<file path="config.mk">
export PLATFORM = sky130hd
export DESIGN_NAME = serial_frame_receiver_core_flat
export DESIGN_NICKNAME = d
export VERILOG_FILES = /design/src/rtl/sfr_pkg.sv /design/src/rtl/sfr_channels.sv /design/src/rtl/sfr_in_reg.sv /design/src/rtl/sfr_parser.sv /design/src/rtl/sfr_out_reg.sv /design/src/rtl/serial_frame_receiver_core.sv /design/src/flat_wrapper.sv
export VERILOG_INCLUDE_DIRS = /design/src /design/src/rtl
export SDC_FILE = /design/constraint.sdc
export NUM_CORES = 1
export LEC_CHECK = 0
export ABC_AREA = 1
export ABC_CLOCK_PERIOD_IN_PS = 6450
export BUFFER_PORTS_ARGS = -buffer_cell sky130_fd_sc_hd__buf_2
export CAP_MARGIN = 40
export CORE_MARGIN = 4
export CORE_UTILIZATION = 34
export CTS_CLUSTER_DIAMETER = 40
export DETAILED_ROUTE_END_ITERATION = 8
export GPL_TIMING_DRIVEN = 0
export PLACE_DENSITY = 0.55
export SLEW_MARGIN = 10
export SYNTH_ARGS = -nofsm -noshare
export SYNTH_HDL_FRONTEND = slang
export SYNTH_SLANG_ARGS = --single-unit
export TNS_END_PERCENT = 100
</file>
<file path="constraint.sdc">
create_clock -name clk -period 6.45 [get_ports clk]
set_clock_uncertainty 0.05 [all_clocks]
set_input_delay 0.9675 -clock clk [delete_from_list [all_inputs] [get_ports clk]]
set_output_delay 0.9675 -clock clk [all_outputs]
set_load 0.02 [all_outputs]
</file>
<file path="src/rtl/serial_frame_receiver_core_defines.svh">
// Assertion macros shared by the serial frame receiver RTL.
// No dependencies; included by modules that carry concurrent checks.
`ifndef SERIAL_FRAME_RECEIVER_CORE_DEFINES_SVH
`define SERIAL_FRAME_RECEIVER_CORE_DEFINES_SVH

// Same-cycle implication, sampled on clk, off while rst_n is low.
`define SFR_ASSERT_NOW(label, ante, cons, msg) \
    label: assert property (@(posedge clk) disable iff (!rst_n) (ante) |-> (cons)) \
        else $error(msg);

// Next-cycle implication, sampled on clk, off while rst_n is low.
`define SFR_ASSERT_NEXT(label, ante, cons, msg) \
    label: assert property (@(posedge clk) disable iff (!rst_n) (ante) |=> (cons)) \
        else $error(msg);

`endif

</file>
<file path="src/rtl/sfr_pkg.sv">
// Types and constants of the serial frame receiver.
// No dependencies; imported by every module of the block.
`timescale 1ns / 1ps
`default_nettype none

package sfr_pkg;

    localparam int unsigned TICKS_W = 23;

    localparam logic [7:0]         HDR_FIRST       = 8'h07;
    localparam logic [7:0]         HDR_SECOND      = 8'h0E;
    localparam logic [7:0]         MIN_LENGTH      = 8'd5;
    localparam logic [7:0]         CMD_END_SESSION = 8'h52;
    localparam logic [TICKS_W-1:0] TIMEOUT_RESET   = 23'h500000;

    // result kinds
    localparam logic [2:0] KIND_PAYLOAD   = 3'd0;
    localparam logic [2:0] KIND_GOOD      = 3'd1;
    localparam logic [2:0] KIND_BAD_CSUM  = 3'd2;
    localparam logic [2:0] KIND_BAD_START = 3'd3;
    localparam logic [2:0] KIND_TIMEOUT   = 3'd4;

    typedef enum logic [2:0] {
        PH_HDR1    = 3'd0,
        PH_HDR2    = 3'd1,
        PH_LEN     = 3'd2,
        PH_CMD     = 3'd3,
        PH_PAYLOAD = 3'd4,
        PH_CSUM    = 3'd5,
        PH_STOPPED = 3'd6
    } phase_t;

    typedef struct packed {
        logic       action;
        logic [7:0] rx_byte;
    } item_t;

    typedef struct packed {
        logic [2:0] kind;
        logic [7:0] command;
        logic [7:0] frame_length;
        logic [7:0] index;
        logic [7:0] value;
        logic       ends_session;
    } result_t;

endpackage

`default_nettype wire

</file>
<file path="src/rtl/sfr_channels.sv">
// Valid/ready channel interfaces for the serial frame receiver.
// Standalone; field widths follow sfr_pkg.
`timescale 1ns / 1ps
`default_nettype none

interface sfr_in_if;
    logic       valid;
    logic       ready;
    logic       action;
    logic [7:0] rx_byte;

    modport source (output valid, output action, output rx_byte, input ready);
    modport sink   (input valid, input action, input rx_byte, output ready);
endinterface

interface sfr_out_if;
    logic       valid;
    logic       ready;
    logic [2:0] kind;
    logic [7:0] command;
    logic [7:0] frame_length;
    logic [7:0] index;
    logic [7:0] value;
    logic       ends_session;

    modport source (output valid, output kind, output command, output frame_length,
                    output index, output value, output ends_session, input ready);
    modport sink   (input valid, input kind, input command, input frame_length,
                    input index, input value, input ends_session, output ready);
endinterface

`default_nettype wire

</file>
<file path="src/rtl/sfr_in_reg.sv">
// Input register of the serial frame receiver: holds one accepted word.
// Depends on sfr_pkg and sfr_in_if.
`timescale 1ns / 1ps
`default_nettype none

module sfr_in_reg
    import sfr_pkg::*;
(
    input  wire logic clk,
    input  wire logic rst_n,
    sfr_in_if.sink    in_ch,
    input  wire logic advance,
    output logic      item_valid,
    output item_t     item
);

    logic  valid_reg;
    logic  valid_next;
    item_t item_reg;
    logic  take;

    // refill in the same cycle the held word moves on
    assign in_ch.ready = !valid_reg || advance;
    assign take        = in_ch.valid && in_ch.ready;

    always_comb
    begin
        if (take)
        begin
            valid_next = 1'b1;
        end
        else if (advance)
        begin
            valid_next = 1'b0;
        end
        else
        begin
            valid_next = valid_reg;
        end
    end

    always_ff @(posedge clk or negedge rst_n)
    begin
        if (!rst_n)
        begin
            valid_reg <= 1'b0;
        end
        else
        begin
            valid_reg <= valid_next;
        end
    end

    always_ff @(posedge clk)
    begin
        if (take)
        begin
            item_reg <= '{action: in_ch.action, rx_byte: in_ch.rx_byte};
        end
    end

    assign item_valid = valid_reg;
    assign item       = item_reg;

endmodule

`default_nettype wire

</file>
<file path="src/rtl/sfr_parser.sv">
// Frame parser of the serial frame receiver: phase, counters, checksum, timeout.
// Depends on sfr_pkg and the macros in serial_frame_receiver_core_defines.svh.
`timescale 1ns / 1ps
`default_nettype none
`include "serial_frame_receiver_core_defines.svh"

module sfr_parser
    import sfr_pkg::*;
(
    input  wire logic               clk,
    input  wire logic               rst_n,
    input  wire logic               cfg_wr_en,
    input  wire logic [TICKS_W-1:0] cfg_wr_data,
    input  wire logic               step,
    input  wire item_t              item,
    output logic                    has_result,
    output result_t                 result
);

    phase_t             phase_reg,         phase_next;
    logic [TICKS_W-1:0] idle_count_reg,    idle_count_next;
    logic [7:0]         length_seen_reg,   length_seen_next;
    logic [7:0]         running_sum_reg,   running_sum_next;
    logic [7:0]         payload_count_reg, payload_count_next;
    logic [7:0]         command_seen_reg,  command_seen_next;
    logic [TICKS_W-1:0] timeout_ticks_reg;

    logic [TICKS_W-1:0] idle_inc;
    logic [7:0]         sum_with_byte;
    logic [7:0]         count_inc;

    assign idle_inc      = idle_count_reg + 1'b1;
    assign sum_with_byte = running_sum_reg + item.rx_byte;
    assign count_inc     = payload_count_reg + 8'd1;

    always_comb
    begin
        phase_next         = phase_reg;
        idle_count_next    = idle_count_reg;
        length_seen_next   = length_seen_reg;
        running_sum_next   = running_sum_reg;
        payload_count_next = payload_count_reg;
        command_seen_next  = command_seen_reg;
        has_result         = 1'b0;
        result             = '0;

        if (phase_reg != PH_STOPPED)
        begin
            if (item.action)
            begin
                idle_count_next = idle_inc;
                if (idle_inc >= timeout_ticks_reg)
                begin
                    phase_next          = PH_STOPPED;
                    has_result          = 1'b1;
                    result.kind         = KIND_TIMEOUT;
                    result.ends_session = 1'b1;
                end
            end
            else
            begin
                idle_count_next = '0;
                unique case (phase_reg)
                    PH_HDR1:
                    begin
                        if (item.rx_byte == HDR_FIRST)
                        begin
                            phase_next = PH_HDR2;
                        end
                        else
                        begin
                            phase_next          = PH_STOPPED;
                            has_result          = 1'b1;
                            result.kind         = KIND_BAD_START;
                            result.ends_session = 1'b1;
                        end
                    end
                    PH_HDR2:
                    begin
                        phase_next = (item.rx_byte == HDR_SECOND) ? PH_LEN : PH_HDR1;
                    end
                    PH_LEN:
                    begin
                        if (item.rx_byte < MIN_LENGTH)
                        begin
                            phase_next = PH_HDR1;
                        end
                        else
                        begin
                            length_seen_next = item.rx_byte;
                            running_sum_next = item.rx_byte;
                            phase_next       = PH_CMD;
                        end
                    end
                    PH_CMD:
                    begin
                        command_seen_next  = item.rx_byte;
                        running_sum_next   = sum_with_byte;
                        payload_count_next = '0;
                        phase_next         = PH_PAYLOAD;
                    end
                    PH_PAYLOAD:
                    begin
                        running_sum_next    = sum_with_byte;
                        payload_count_next  = count_inc;
                        has_result          = 1'b1;
                        result.kind         = KIND_PAYLOAD;
                        result.command      = command_seen_reg;
                        result.frame_length = length_seen_reg;
                        result.index        = payload_count_reg;
                        result.value        = item.rx_byte;
                        if (count_inc >= length_seen_reg - 8'd1)
                        begin
                            phase_next = PH_CSUM;
                        end
                    end
                    PH_CSUM:
                    begin
                        has_result          = 1'b1;
                        result.command      = command_seen_reg;
                        result.frame_length = length_seen_reg;
                        if (sum_with_byte == 8'd0)
                        begin
                            result.kind = KIND_GOOD;
                            if (command_seen_reg == CMD_END_SESSION)
                            begin
                                result.ends_session = 1'b1;
                                phase_next          = PH_STOPPED;
                            end
                            else
                            begin
                                phase_next = PH_HDR1;
                            end
                        end
                        else
                        begin
                            result.kind = KIND_BAD_CSUM;
                            phase_next  = PH_HDR1;
                        end
                    end
                    default:
                    begin
                        phase_next = PH_STOPPED;
                    end
                endcase
            end
        end
    end

    always_ff @(posedge clk or negedge rst_n)
    begin
        if (!rst_n)
        begin
            phase_reg         <= PH_HDR1;
            idle_count_reg    <= '0;
            length_seen_reg   <= '0;
            running_sum_reg   <= '0;
            payload_count_reg <= '0;
            command_seen_reg  <= '0;
        end
        else if (step)
        begin
            phase_reg         <= phase_next;
            idle_count_reg    <= idle_count_next;
            length_seen_reg   <= length_seen_next;
            running_sum_reg   <= running_sum_next;
            payload_count_reg <= payload_count_next;
            command_seen_reg  <= command_seen_next;
        end
    end

    always_ff @(posedge clk or negedge rst_n)
    begin
        if (!rst_n)
        begin
            timeout_ticks_reg <= TIMEOUT_RESET;
        end
        else if (cfg_wr_en)
        begin
            timeout_ticks_reg <= cfg_wr_data;
        end
    end

    `SFR_ASSERT_NEXT(a_stop_holds, phase_reg == PH_STOPPED,
                     phase_reg == PH_STOPPED, "left stopped phase")
    `SFR_ASSERT_NEXT(a_end_stops, step && has_result && result.ends_session,
                     phase_reg == PH_STOPPED, "session end did not stop parser")
    `SFR_ASSERT_NOW(a_len_ok, phase_reg == PH_PAYLOAD || phase_reg == PH_CSUM,
                    length_seen_reg >= MIN_LENGTH, "frame length below minimum")
    `SFR_ASSERT_NOW(a_count_ok, phase_reg == PH_PAYLOAD,
                    payload_count_reg < length_seen_reg - 8'd1, "payload index past frame")

endmodule

`default_nettype wire

</file>
<file path="src/rtl/sfr_out_reg.sv">
// Result register of the serial frame receiver, drives the output channel.
// Depends on sfr_pkg and sfr_out_if.
`timescale 1ns / 1ps
`default_nettype none

module sfr_out_reg
    import sfr_pkg::*;
(
    input  wire logic    clk,
    input  wire logic    rst_n,
    input  wire logic    load,
    input  wire result_t result,
    sfr_out_if.source    out_ch
);

    logic    valid_reg;
    logic    valid_next;
    result_t result_reg;

    always_comb
    begin
        if (load)
        begin
            valid_next = 1'b1;
        end
        else if (out_ch.ready)
        begin
            valid_next = 1'b0;
        end
        else
        begin
            valid_next = valid_reg;
        end
    end

    always_ff @(posedge clk or negedge rst_n)
    begin
        if (!rst_n)
        begin
            valid_reg <= 1'b0;
        end
        else
        begin
            valid_reg <= valid_next;
        end
    end

    always_ff @(posedge clk)
    begin
        if (load)
        begin
            result_reg <= result;
        end
    end

    assign out_ch.valid        = valid_reg;
    assign out_ch.kind         = result_reg.kind;
    assign out_ch.command      = result_reg.command;
    assign out_ch.frame_length = result_reg.frame_length;
    assign out_ch.index        = result_reg.index;
    assign out_ch.value        = result_reg.value;
    assign out_ch.ends_session = result_reg.ends_session;

endmodule

`default_nettype wire

</file>
<file path="src/rtl/serial_frame_receiver_core.sv">
// Top level of the serial frame receiver: input register, parser, result register.
// Depends on sfr_pkg, sfr_in_if, sfr_out_if, sfr_in_reg, sfr_parser, sfr_out_reg.
`timescale 1ns / 1ps
`default_nettype none

// Serial frame receiver. Each input word is either a received byte (action 0)
// or one idle tick (action 1). The block hunts for the header 07 0E, then
// reads a length byte L (L below 5 drops back to hunting), a command byte,
// L-1 payload bytes and a checksum byte; every payload byte comes out as a
// kind 0 word with its index, and the frame end as kind 1 (good sum) or
// kind 2 (bad sum). A wrong first header byte (kind 3), timeout_ticks idle
// ticks in a row (kind 4) or a good frame with command 52h ends the session:
// the word carries ends_session and all later input is swallowed until reset.
// Throughput is one word per clock while out_ch keeps taking results: the parser
// state is a single phase register with 8-bit sum and count and a 23-bit idle
// counter, all updated as a word moves from the input to the result register.
// A word accepted on in_ch waits in the input register; its result is then
// loaded into the result register, which drives out_ch. While a result waits
// unread, the input register holds one more word and in_ch then stalls. The
// timeout register (cfg_wr_en/cfg_wr_data) resets to 500000h and may be
// written only while no word is in flight.
module serial_frame_receiver_core
    import sfr_pkg::*;
(
    input  wire logic               clk,
    input  wire logic               rst_n,
    input  wire logic               cfg_wr_en,
    input  wire logic [TICKS_W-1:0] cfg_wr_data,
    sfr_in_if.sink                  in_ch,
    sfr_out_if.source               out_ch
);

    logic    item_valid;
    item_t   item;
    logic    advance;
    logic    has_result;
    result_t result;

    // advance the held word whenever the result slot is free or draining
    assign advance = item_valid && (!out_ch.valid || out_ch.ready);

    sfr_in_reg u_in_reg (
        .clk        (clk),
        .rst_n      (rst_n),
        .in_ch      (in_ch),
        .advance    (advance),
        .item_valid (item_valid),
        .item       (item)
    );

    sfr_parser u_parser (
        .clk         (clk),
        .rst_n       (rst_n),
        .cfg_wr_en   (cfg_wr_en),
        .cfg_wr_data (cfg_wr_data),
        .step        (advance),
        .item        (item),
        .has_result  (has_result),
        .result      (result)
    );

    // drop words that yield no result; load the rest
    sfr_out_reg u_out_reg (
        .clk    (clk),
        .rst_n  (rst_n),
        .load   (advance && has_result),
        .result (result),
        .out_ch (out_ch)
    );

endmodule

`default_nettype wire
</file>
<file path="src/flat_wrapper.sv">
// flat-port wrapper written by rule: the top's interface ports become plain ports
module serial_frame_receiver_core_flat import sfr_pkg::*;
  (clk, rst_n, cfg_wr_en, cfg_wr_data, in_ch_valid, in_ch_action, in_ch_rx_byte, in_ch_ready, out_ch_valid, out_ch_kind, out_ch_command, out_ch_frame_length, out_ch_index, out_ch_value, out_ch_ends_session, out_ch_ready);
  sfr_in_if in_ch_i ();
  sfr_out_if out_ch_i ();
  input  wire logic clk;
  input  wire logic rst_n;
  input  wire logic cfg_wr_en;
  input  wire logic [TICKS_W-1:0] cfg_wr_data;
  input wire logic [$bits(in_ch_i.valid)-1:0] in_ch_valid;
  input wire logic [$bits(in_ch_i.action)-1:0] in_ch_action;
  input wire logic [$bits(in_ch_i.rx_byte)-1:0] in_ch_rx_byte;
  output wire logic [$bits(in_ch_i.ready)-1:0] in_ch_ready;
  output wire logic [$bits(out_ch_i.valid)-1:0] out_ch_valid;
  output wire logic [$bits(out_ch_i.kind)-1:0] out_ch_kind;
  output wire logic [$bits(out_ch_i.command)-1:0] out_ch_command;
  output wire logic [$bits(out_ch_i.frame_length)-1:0] out_ch_frame_length;
  output wire logic [$bits(out_ch_i.index)-1:0] out_ch_index;
  output wire logic [$bits(out_ch_i.value)-1:0] out_ch_value;
  output wire logic [$bits(out_ch_i.ends_session)-1:0] out_ch_ends_session;
  input wire logic [$bits(out_ch_i.ready)-1:0] out_ch_ready;
  assign in_ch_i.valid = in_ch_valid;
  assign in_ch_i.action = in_ch_action;
  assign in_ch_i.rx_byte = in_ch_rx_byte;
  assign in_ch_ready = in_ch_i.ready;
  assign out_ch_valid = out_ch_i.valid;
  assign out_ch_kind = out_ch_i.kind;
  assign out_ch_command = out_ch_i.command;
  assign out_ch_frame_length = out_ch_i.frame_length;
  assign out_ch_index = out_ch_i.index;
  assign out_ch_value = out_ch_i.value;
  assign out_ch_ends_session = out_ch_i.ends_session;
  assign out_ch_i.ready = out_ch_ready;
  serial_frame_receiver_core u_core (.clk(clk), .rst_n(rst_n), .cfg_wr_en(cfg_wr_en), .cfg_wr_data(cfg_wr_data), .in_ch(in_ch_i), .out_ch(out_ch_i));
endmodule
</file>
; Yosys cells after proc, flatten, opt, wreduce, memory -nomap -nowiden
; Index checks and enable logic that the tools add are counted.
; W data, S select, Z words.
[word_totals]
wordCells = 95
output_inout_bits = 38
reg_bits = 128
inputBits = 37
[op_classes]
eq_ne = 12
bitwise_logic = 5
n_addsub = 4
n_mux = 31
order_cmp = 3
reduce_logical = 23
[ops]
columns = operator, n
row1 = $pmux W8 S2, 2
row2 = $mux W3, 8
row3 = $add A23 B1 Y23 const B, 1
row4 = $ge A23 B23 Y1, 1
row5 = $mux W23, 1
row6 = $pmux W3 S6, 1
row7 = $reduce_and A4 Y1, 3
row8 = $mux W1, 11
row9 = $reduce_and A5 Y1, 2
row10 = $add A8 B1 Y8 const B, 1
row11 = $add A8 B8 Y8, 1
row12 = $eq A8 B3 Y1 const B, 1
row13 = $eq A8 B4 Y1 const B, 1
row14 = $eq A8 B7 Y1 const B, 1
row15 = $ge A8 B8 Y1, 1
row16 = $logic_not A8 Y1, 1
row17 = $lt A8 B3 Y1 const B, 1
row18 = $mux W2, 4
row19 = $mux W8, 1
row20 = $reduce_bool A2 Y1, 4
row21 = $sub A8 B1 Y8 const B, 1
row22 = $eq A3 B2 Y1 const B, 2
row23 = $eq A3 B3 Y1 const B, 2
row24 = $reduce_or A3 Y1, 2
row25 = other kinds (13), 24

; Logic depth before layout (Yosys ltp)
; Gate-level depths: netlist of run 1.
[depth]
word_depth = 7
mapped_depth = 23
mapped_depth_nobuf = 23

; By module
; Synthesis of run 1 repeated with hierarchy kept, for this count alone.
[unflattened]
hier_cells = 818
area_unflattened_um2 = 7086.8
[by_module_without_submodules]
columns = module, cells_per_inst, seq_area_each_um2, instances, area_per_inst_um2
row1 = sfr_parser, 756, 2029.4, 1, 5620.4
row2 = sfr_out_reg, 41, 1106.1, 1, 1121.1
row3 = sfr_in_reg, 15, 295.3, 1, 315.3
row4 = serial_frame_receiver_core, 6, 0.0, 1, 30.0

; Worst setup path before layout of run 1
; OpenSTA, ideal clock, no wires.
[synth_path]
path_kind = register to register
from = register u_core.u_parser.idle_count_reg[0]
to = register u_core.u_out_reg.result_reg, in the netlist u_core.u_out_reg.out_ch.command[0] (enable)
required_time_ns = 6.009
period_less_slack_ns = 3.579
t_arrival_ns = 3.138
setup_time_ns = 0.391
path_buffers = 0
slack_ns = 2.871
path_stages_with_launch = 24
cell_sequence = dfrtp_1 > ha_1 > nand2_1 > nor2_1 > nand2_1 > nor2_2 > nand3_1 > nor2_1 > nand2_1 > nor2_1 > nand2_1 > nand2_1 > inv_1 > ha_1 > nand2_1 > nor2_1 > nand2_1 > nor2_1 > nand2_1 > nand4_1 > nand2_1 > nand3_1 > nand2_1 > inv_1
[synth_between]
elab_chain_len = 6
[synth_lines]
columns = element, line_no
row1 = "start, declared", sfr_parser.sv:21  ; logic [TICKS_W-1:0] idle_count_reg, idle_count_next;
row2 = "start signal, assigned", sfr_parser.sv:164  ; idle_count_reg <= idle_count_next;
row3 = $add A23 B1 Y23, sfr_parser.sv:32  ; assign idle_inc = idle_count_reg + 1'b1;
row4 = $ge A23 B23 Y1, sfr_parser.sv:52  ; if (idle_inc >= timeout_ticks_reg)
row5 = $mux W1, sfr_parser.sv:52
row6 = $mux W1, sfr_parser.sv:49  ; if (item.action)
row7 = $mux W1, sfr_parser.sv:47  ; if (phase_reg != PH_STOPPED)
row8 = $logic_and A1 B1 Y1, serial_frame_receiver_core.sv:66  ; .load (advance && has_result),
row9 = via u_core.u_out_reg.load, sfr_out_reg.sv:11  ; input wire logic load,
row10 = "end signal, assigned", sfr_out_reg.sv:52  ; result_reg <= result;
row11 = "end, declared", sfr_out_reg.sv:18  ; result_t result_reg;
; The timed path passes the listed nets, and every way through them passes these cells.
; A chain may end at the register's enable or synchronous reset.

; Worst setup path in the final report of run 1
[layout_path]
from = register u_core.u_parser.idle_count_reg[0]
to = register u_core.u_out_reg.result_reg, in the netlist u_core.u_out_reg.out_ch.value[2] (enable)
; Same word-level chain as after synthesis.

==> PnR_summary.wiki, run 1 <==
{| class="wikitable"
! Metric !! Value
|-
| Chip height || 151 µm
|-
| Simple-Gate Fraction of Synth Area || 0.223
|-
| Adder-Cell Fraction of Synth Area || 0.0784
|-
| Complex-gate fraction of the synthesized area || 0.0841
|-
| Crit path capture type || flip-flop
|-
| CP startpoint kind || flip-flop
|-
| Part of the cycle the worst path needs || 0.632
|-
| Number of synthesized register bits || 128
|-
| # resized after CTS || 0
|-
| Wire length of the first global-routing pass || 25.3 mm
|-
| Initial antenna violation count || 0
|-
| Power Total || 3260 µW
|-
| Largest net degree at the start of global routing || 53
|-
| Synth Cell Area || ~7000 µm²
|-
| Count of mapped cells out of synthesis || 831
|-
| CTS Hold Buffers Added || 0
|-
| Number of library cell types mapped by synthesis || 35
|-
| Placed cell areas || 7690 µm²
|-
| Mux share of post-synthesis cell area || 0.00162
|-
| Biggest fanout along the worst timing path || 36
|-
| Number of H-tree levels || 4
|-
| Io pins || 75
|-
| Total Routed Length || between 15 and 20 mm
|-
| Actual transition at the worst max-transition pin || 0.746 ns
|-
| Number of pins exceeding their max-slew limit in the final report || 0
|-
| Data required time at the worst endpoint || roughly 6.5 ns
|-
| Sequential element share of the synthesized area || 0.493
|-
| Root buffer selected by CTS || sky130_fd_sc_hd__clkbuf_16
|-
| Fill count || about 2100
|-
| Residual overflow from global routing || 0
|-
| Clock transition at the register clock pins on the worst setup and hold paths after CTS || 0.06 ns
|-
| Worst slew slack as a fraction of its limit || 0.503
|-
| Area of the core region || approximately 20000 µm²
|-
| Setup crit start || u_core.u_parser.idle_count_reg[0]
|-
| Arrival time of data at the critical path endpoint || 4.08 ns
|-
| Setup TNS || 0 ns
|-
| WS Path Type || reg2reg
|-
| Number of standard-cell rows in the floorplan || 52
|-
| Sinks on the clock net || about 130
|-
| Clock latency on the worst-skew pair || 0.43 ns
|-
| Final Wtd Congestion || between 0.8 and 0.9
|-
| Avg Synthesized Cell Area || 8.37 µm²
|-
| Top achievable clock speed || 245 MHz
|-
| Clock tree from TritonCTS || done
|-
| Total non-filler cell area in the finished layout || 8280 µm²
|-
| Synthesis-to-finish area growth || 19.0%
|-
| Utilization of the core after routing || 0.411
|-
| RSZ-0062 raised after global routing || no
|-
| Number of global-route vias before repair || 5139
|-
| Maximum vdd ir drop || 0.214 mV
|-
| Number of vias per cell || between 4 and 5
|-
| Total via count in the routed design || 5469
|-
| Post-CTS repair timing setup buffer count || 0
|-
| Total of endpoints with negative setup slack in the final report || 0
|-
| Synth warnings || 0
|-
| Max clock buf depth || 2
|-
| Max_cap viols || 0
|-
| Number of CTS-inserted buffers || 17
|-
| Nets || 1004
|-
| Run status || finished, final reports clean
|-
| Number of buffers added on ports || 73
|-
| Detailed-routing iteration count for the pre-antenna-repair pass || 5
|-
| Share of layout cells above drive strength 1 || 0.140
|-
| Number of diodes || 0
|-
| FF-to-FF Start || u_core.u_parser.idle_count_reg[0]
|-
| Final period demand of the worst path || approximately 4.1 ns
|-
| Xor and xnor fraction of the mapped netlist area || 0.0352
|-
| Starting density of the core || 0.345
|-
| Routed wire length per instance || 12.8 µm
|-
| Overall routing resource usage || 0.142
|-
| Combinational family with the most area after synthesis || simple AND/OR/NAND/NOR gates
|-
| Area enclosed by the die boundary || 22800 µm²
|-
| Synthesized Nets || between 900 and 1000
|-
| Number of failing hold endpoints at the final stage || 0
|-
| Die X-Extent || 151 µm
|-
| Antenna-violating nets left || 0
|-
| Hold slack || 0.435 ns
|-
| Post-detail-place hpwl || around 12 mm
|-
| Final routed DRC violation total || 0
|-
| Worst min path class || in2async
|-
| DRC marker count from the first detailed-route iteration || 335
|-
| Power density normalized to cell area || 393 nW/µm²
|-
| Leak || 0.00411 µW
|}
==> cells in the mapped netlist <==
master                     instances  area share
sky130_fd_sc_hd__nand3b_1          2      0.0022
sky130_fd_sc_hd__buf_1             1     0.00054
sky130_fd_sc_hd__inv_2             6      0.0032
sky130_fd_sc_hd__o21bai_1          1      0.0011
sky130_fd_sc_hd__o32ai_1           2      0.0025
sky130_fd_sc_hd__ha_1             42       0.076
sky130_fd_sc_hd__nor3_2            2      0.0029
sky130_fd_sc_hd__and2_1            1     0.00090
sky130_fd_sc_hd__nand4_1          17       0.015
sky130_fd_sc_hd__a21o_1            3      0.0032
sky130_fd_sc_hd__nor3_1           11      0.0079
sky130_fd_sc_hd__xnor2_1           5      0.0063
sky130_fd_sc_hd__mux2_2            1      0.0016
sky130_fd_sc_hd__nand2_1         206        0.11
sky130_fd_sc_hd__a21oi_1          14       0.010
sky130_fd_sc_hd__o21ai_0          57       0.041
sky130_fd_sc_hd__edfxtp_1         45        0.19
sky130_fd_sc_hd__o22ai_1          12       0.011
sky130_fd_sc_hd__nand2_4           3      0.0049
sky130_fd_sc_hd__xor2_1           23       0.029
sky130_fd_sc_hd__fa_1              1      0.0029
sky130_fd_sc_hd__nor2_2            3      0.0027
sky130_fd_sc_hd__nor4_1            1     0.00090
sky130_fd_sc_hd__o21ai_1          12      0.0086
sky130_fd_sc_hd__inv_1           136       0.073
sky130_fd_sc_hd__a22o_1            4      0.0050
sky130_fd_sc_hd__nand3_2           1      0.0014
sky130_fd_sc_hd__buf_2             4      0.0029
sky130_fd_sc_hd__nor2_1           90       0.049
sky130_fd_sc_hd__dfstp_2           2      0.0076
sky130_fd_sc_hd__dfrtp_1          81        0.29
sky130_fd_sc_hd__a31oi_1           2      0.0018
sky130_fd_sc_hd__nand3_1          29       0.021
sky130_fd_sc_hd__nor2_4            2      0.0032
sky130_fd_sc_hd__clkbuf_1          9      0.0049
==> kinds of logic after synthesis <==
family,count (synthesis)
flip-flops,128
multiplexers,1
adder cells (fa/ha/maj),43
AO/OA/AOI/OAI,107
AND/OR/NAND/NOR,368
buffers and inverters,156
XOR/XNOR,28
==> per-stage QoR <==
step | setup slack, ns | std cells
5_1_grt | 1.81 | 1207
3_5_place_dp | 2.30 | 1175
3_3_place_gp | 1.84 | 1174
6_report | 2.37 | 1207
4_1_cts | 2.27 | 1207
2_1_floorplan | 2.87 | 831
==> layout make-up <==
cell class | count | area [µm²] | area share
well taps | 270 | 338 | 0.0408
repair buffers | 74 | 395 | 0.0477
clock buffers | 17 | 425 | 0.0514
multi-input cells | 547 | 2940 | 0.355
flip-flops and latches | 128 | 3430 | 0.414
inverters | 142 | 533 | 0.0644
plain buffers | 14 | 57.6 | 0.00695
clock inverters | 15 | 163 | 0.0196
==> per-layer routing <==
metal  global-route usage  share of wire
met3               0.0320          0.037
met5                    0              0
met1                0.200           0.51
met2                0.217           0.44
met4               0.0462          0.012
==> final timing paths <==
path | to | slack (ns) | depth (start not counted)
worst max-delay path | u_core.u_out_reg.out_ch.value[2] | 2.37 | 23
worst min-delay path | u_core.u_in_reg.item_valid | 0.44 | 1
worst max register to register | u_core.u_out_reg.out_ch.value[2] | 2.37 | 23
worst min register to register | u_core.u_parser.command_seen_reg[2] | 0.44 | 2
max in group asynchronous | u_core.u_parser.payload_count_reg[5] | 5.29 | 2
min in group clk | u_core.u_parser.command_seen_reg[2] | 0.44 | 2
==> power by group <==
| part | switching (µW) | internal (µW) |
|---|---|---|
| registers | 130 | 1040 |
| logic | 731 | 392 |
| clock network | 408 | 551 |
| total | 1270 | 1990 |
==> cell usage in the layout, fill, tap and decap left out, drive strengths merged, types with 2 or more instances in the layout <==
cell / instances
clkinv: 2
dfrtp: 81
ha: 42
nand4: 17
buf: 79
edfxtp: 45
a31oi: 2
o32ai: 2
a21o: 3
xnor2: 5
nand2: 209
nand3: 30
o22ai: 12
nor2: 95
a22o: 4
a21oi: 14
nand3b: 2
clkbuf: 26
o21ai: 69
nor3: 13
xor2: 23
inv: 153
dfstp: 2
==> critical path: stages (launching register included) <==
cell and delay (ns):
sky130_fd_sc_hd__dfrtp_1 0.45, sky130_fd_sc_hd__ha_1 0.17, sky130_fd_sc_hd__nand2_1 0.05, sky130_fd_sc_hd__nor2_1 0.10, sky130_fd_sc_hd__nand2_1 0.12, sky130_fd_sc_hd__nor2_2 0.16, sky130_fd_sc_hd__nand3_1 0.08, sky130_fd_sc_hd__nor2_1 0.19
sky130_fd_sc_hd__nand2_1 0.15, sky130_fd_sc_hd__nor2_1 0.11, sky130_fd_sc_hd__nand2_1 0.06, sky130_fd_sc_hd__nand2_1 0.12, sky130_fd_sc_hd__inv_1 0.06, sky130_fd_sc_hd__ha_1 0.31, sky130_fd_sc_hd__nand2_1 0.05, sky130_fd_sc_hd__nor2_1 0.14
sky130_fd_sc_hd__nand2_1 0.10, sky130_fd_sc_hd__nor2_1 0.14, sky130_fd_sc_hd__nand2_1 0.09, sky130_fd_sc_hd__nand4_1 0.12, sky130_fd_sc_hd__nand2_1 0.10, sky130_fd_sc_hd__nand3_1 0.08, sky130_fd_sc_hd__nand2_1 0.12, sky130_fd_sc_hd__inv_2 0.56
(Power assumes the default switching activity.)
==> run 2, diff against run 1 <==
--- a/config.mk
+++ b/config.mk
@@ -7,7 +7,7 @@
 export NUM_CORES = 1
 export LEC_CHECK = 0
 export ABC_AREA = 1
-export ABC_CLOCK_PERIOD_IN_PS = 6450
+export ABC_CLOCK_PERIOD_IN_PS = 3500
 export BUFFER_PORTS_ARGS = -buffer_cell sky130_fd_sc_hd__buf_2
 export CAP_MARGIN = 40
 export CORE_MARGIN = 4
@@ -15,7 +15,7 @@
 export CTS_CLUSTER_DIAMETER = 40
 export DETAILED_ROUTE_END_ITERATION = 8
 export GPL_TIMING_DRIVEN = 0
-export PLACE_DENSITY = 0.55
+export PLACE_DENSITY = 0.57
 export SLEW_MARGIN = 10
 export SYNTH_ARGS = -nofsm -noshare
 export SYNTH_HDL_FRONTEND = slang
==> constraint.sdc (replaced) <==
create_clock -name clk -period 3.5 [get_ports clk]
set_clock_uncertainty 0.05 [all_clocks]
set_input_delay 0.525 -clock clk [delete_from_list [all_inputs] [get_ports clk]]
set_output_delay 0.525 -clock clk [all_outputs]
set_load 0.02 [all_outputs]
==> run 2 against run 1 <==
  * The run now ends with hold timing left
  * Via count rose by 2.5%
  * Routed wire length is 6.3% higher
  * Critical path depth stayed put
  * Sequential power increased by 85%
  * Utilization is 2.4 points higher
  * Clock power rose by 94%
  * Clock-buffer cell count increased by 1
==> PnR_summary.wiki, run 2 (same netlist as run 1, synthesis figures left out) <==
{| class="wikitable"
! Metric !! Value
|-
| Number of failing hold endpoints at the final stage || 1 (was 0)
|-
| Total via count in the routed design || 5608 (was 5469)
|-
| Setup TNS || 0 ns (unchanged)
|-
| Post-detail-place hpwl || 11.8 mm (was 11.7 mm)
|-
| Sinks on the clock net || 128 (unchanged)
|-
| Number of standard-cell rows in the floorplan || 52 (unchanged)
|-
| CTS Hold Buffers Added || 0 (unchanged)
|-
| Overall routing resource usage || 0.148 (was 0.142)
|-
| Max clock buf depth || 2 (unchanged)
|-
| Violated checks || hold timing
|-
| Area enclosed by the die boundary || 22800 µm² (unchanged)
|-
| Part of the cycle the worst path needs || 0.964 (was 0.632)
|-
| Number of pins exceeding their max-slew limit in the final report || 0 (unchanged)
|-
| Root buffer selected by CTS || sky130_fd_sc_hd__clkbuf_16 (unchanged)
|-
| Setup slack at placement || -0.878 ns (was 2.30 ns)
|-
| Actual transition at the worst max-transition pin || 0.604 ns (was 0.746 ns)
|-
| Maximum vdd ir drop || 0.425 mV (was 0.214 mV)
|-
| Largest net degree at the start of global routing || 56 (was 53)
|-
| Crit path capture type || flip-flop (unchanged)
|-
| Synthesis-to-finish area growth || 25.8% (was 19.0%)
|-
| Path depth of the worst reg2reg path || 23 (unchanged)
|-
| Detailed-routing iteration count for the pre-antenna-repair pass || 5 (unchanged)
|-
| Final Wtd Congestion || 0.851 (was 0.823)
|-
| Clock latency on the worst-skew pair || 0.42 ns (was 0.43 ns)
|-
| Total non-filler cell area in the finished layout || 8760 µm² (was 8280 µm²)
|-
| Arrival time of data at the critical path endpoint || 3.47 ns (was 4.08 ns)
|-
| Power Total || 6250 µW (was 3260 µW)
|-
| Crit path setup slack, layout || 0.125 ns (was 2.37 ns)
|-
| Commonest non-fill, non-tap cell in the layout || sky130_fd_sc_hd__nand2_1 (unchanged)
|-
| Total Routed Length || 16.4 mm (was 15.4 mm)
|-
| Clock tree from TritonCTS || done (unchanged)
|-
| Data required time at the worst endpoint || 3.59 ns (was 6.46 ns)
|-
| Die X-Extent || 151 µm (unchanged)
|-
| Total of endpoints with negative setup slack in the final report || 0 (unchanged)
|-
| Number of CTS-inserted buffers || 17 (unchanged)
|-
| RSZ-0062 raised after global routing || yes (was no)
|-
| Worst min path class || in2async (unchanged)
|-
| Antenna-violating nets left || 0 (unchanged)
|-
| Io pins || 75 (unchanged)
|-
| Starting density of the core || 0.345 (unchanged)
|-
| Top achievable clock speed || 296 MHz (was 245 MHz)
|-
| CP startpoint kind || flip-flop (unchanged)
|-
| Wire length of the first global-routing pass || 26.6 mm (was 25.3 mm)
|-
| WS Path Type || reg2reg (unchanged)
|-
| DRC marker count from the first detailed-route iteration || 328 (was 335)
|-
| Number of buffers added on ports || 73 (unchanged)
|-
| Setup slack on the worst flop-to-flop path || 0.12 ns (was 2.37 ns)
|-
| Worst slew slack as a fraction of its limit || 0.597 (was 0.503)
|-
| Hold slack || -0.00118 ns (was 0.435 ns)
|-
| Run status || finished, violations left (was finished, final reports clean)
|-
| Power density normalized to cell area || 713 nW/µm² (was 393 nW/µm²)
|-
| Number of global-route vias before repair || 5373 (was 5139)
|-
| Area of the core region || 20200 µm² (unchanged)
|-
| Final routed DRC violation total || 0 (unchanged)
|-
| Nets || 1026 (was 1004)
|-
| Leading cell types in the layout, fill and taps excluded || 194 x sky130_fd_sc_hd__nand2_1, 133 x sky130_fd_sc_hd__inv_1, 81 x sky130_fd_sc_hd__nor2_1, 80 x sky130_fd_sc_hd__dfrtp_1, 76 x sky130_fd_sc_hd__buf_2 (was 206 x sky130_fd_sc_hd__nand2_1, 135 x sky130_fd_sc_hd__inv_1, 90 x sky130_fd_sc_hd__nor2_1, 81 x sky130_fd_sc_hd__dfrtp_1, 76 x sky130_fd_sc_hd__buf_2)
|-
| Number of diodes || 0 (unchanged)
|-
| Placed cell areas || 7700 µm² (was 7690 µm²)
|-
| Final period demand of the worst path || 3.38 ns (was 4.08 ns)
|-
| Share of layout cells above drive strength 1 || 0.199 (was 0.140)
|-
| Number of H-tree levels || 4 (unchanged)
|-
| Max_cap viols || 0 (unchanged)
|-
| Initial antenna violation count || 0 (unchanged)
|-
| Residual overflow from global routing || 0 (unchanged)
|-
| Worst reg2reg path endpoint || u_core.u_out_reg.out_ch.frame_length[6] (was u_core.u_out_reg.out_ch.value[2])
|-
| Setup crit start || u_core.u_parser.idle_count_reg[0] (unchanged)
|-
| Routed wire length per instance || 13.4 µm (was 12.8 µm)
|-
| FF-to-FF Start || u_core.u_parser.idle_count_reg[0] (unchanged)
|-
| Fill count || 2044 (was 2103)
|-
| Leak || 0.00426 µW (was 0.00411 µW)
|-
| Biggest fanout along the worst timing path || 7 (was 36)
|-
| Chip height || 151 µm (unchanged)
|-
| Clock transition at the register clock pins on the worst setup and hold paths after CTS || 0.06 ns (about the same)
|-
| Number of vias per cell || 4.56 (was 4.53)
|}
-- run 2: cell count changes in the layout (fill, tap and decap cells not counted), moves of 4 or more --
cell,delta
sky130_fd_sc_hd__buf_4,+14
sky130_fd_sc_hd__clkinvlp_4,+4
sky130_fd_sc_hd__inv_8,-5
sky130_fd_sc_hd__nand2_1,-12
sky130_fd_sc_hd__nand2_2,+11
sky130_fd_sc_hd__nor2_1,-9
sky130_fd_sc_hd__nor2_2,+5
sky130_fd_sc_hd__nor2_4,+4
sky130_fd_sc_hd__xor2_1,-5
sky130_fd_sc_hd__xor2_2,+4
-- run 2: metrics by stage --
step           std cells  hold slack (ns)  utilization
3_5_place_dp        1175            0.424        0.382
6_report            1229         -0.00118        0.434
2_1_floorplan        831            0.179            -
5_1_grt             1229           0.0128        0.434
3_3_place_gp        1174            0.418        0.380
4_1_cts             1215         0.000854        0.417
-- run 2: worst max path at each step --
| stage | to | cells past startpoint |
|---|---|---|
| after floorplan | u_core.u_out_reg.out_ch.command[0] | 21 |
| after global placement | u_core.u_out_reg.out_ch.command[2] | 23 |
| after detailed placement | u_core.u_out_reg.out_ch.frame_length[1] | 23 |
| after CTS | u_core.u_out_reg.out_ch.kind[2] | 24 |
| after global routing | u_core.u_out_reg.out_ch.frame_length[4] | 23 |
| final | u_core.u_out_reg.out_ch.frame_length[6] | 23 |
-- run 2: power by group --
| group | total [µW] | switching, µW | internal (µW) |
|---|---|---|---|
| Combinational | 2230 | 1400 | 824 |
| Sequential | 2160 | 239 | 1930 |
| Clock | 1860 | 705 | 1150 |
-- run 2: cell type report --
class	count	area, µm²	share of cell area
plain buffers	14	57.6	0.00657
clock buffers	18	439	0.0502
flip-flops and latches	128	3430	0.392
clock inverters	14	181	0.0207
repair buffers	95	628	0.0717
multi-input cells	547	3140	0.358
well taps	270	338	0.0386
repair inverters	1	7.51	0.000857
inverters	142	537	0.0613
-- run 2: repair_timing --
item | 4_1_cts | 5_1_grt
hold endpoints to repair | 0 | 0
buffers inserted | 7 | 11
resized for setup | 9 | 40
pin swaps | 1 | 20
setup endpoints to repair | 36 | 36
cloned | 1 | 3
-- run 2: per-layer routing --
metal | track usage | share of wire | vias up
met3 | 0.0350 | 0.046 | 12
li1 | - | - | 2909
met2 | 0.233 | 0.45 | 103
met1 | 0.205 | 0.49 | 2584
met4 | 0.0435 | 0.010 | 0
met5 | 0 | 0 | -
-- run 2: critical path, cell delays in order, from the launching register on --
cell                         delay [ns]
sky130_fd_sc_hd__dfrtp_2           0.36
sky130_fd_sc_hd__ha_1              0.14
sky130_fd_sc_hd__nand2_1           0.06
sky130_fd_sc_hd__nor2_1            0.13
sky130_fd_sc_hd__nand2_2           0.08
sky130_fd_sc_hd__nor2_2            0.10
sky130_fd_sc_hd__nand3_1           0.10
sky130_fd_sc_hd__nor2_2            0.17
sky130_fd_sc_hd__buf_4             0.16
sky130_fd_sc_hd__xor2_4            0.17
sky130_fd_sc_hd__inv_2             0.06
sky130_fd_sc_hd__ha_4              0.27
sky130_fd_sc_hd__nand2_1           0.07
sky130_fd_sc_hd__nor2_2            0.13
sky130_fd_sc_hd__nand2_1           0.11
sky130_fd_sc_hd__nor2_4            0.14
sky130_fd_sc_hd__nand2_2           0.06
sky130_fd_sc_hd__nand4_1           0.11
sky130_fd_sc_hd__nand2_2           0.08
sky130_fd_sc_hd__nand3_2           0.08
sky130_fd_sc_hd__nand2_4           0.08
sky130_fd_sc_hd__buf_12            0.13
sky130_fd_sc_hd__clkinvlp_4        0.10
sky130_fd_sc_hd__buf_6             0.14
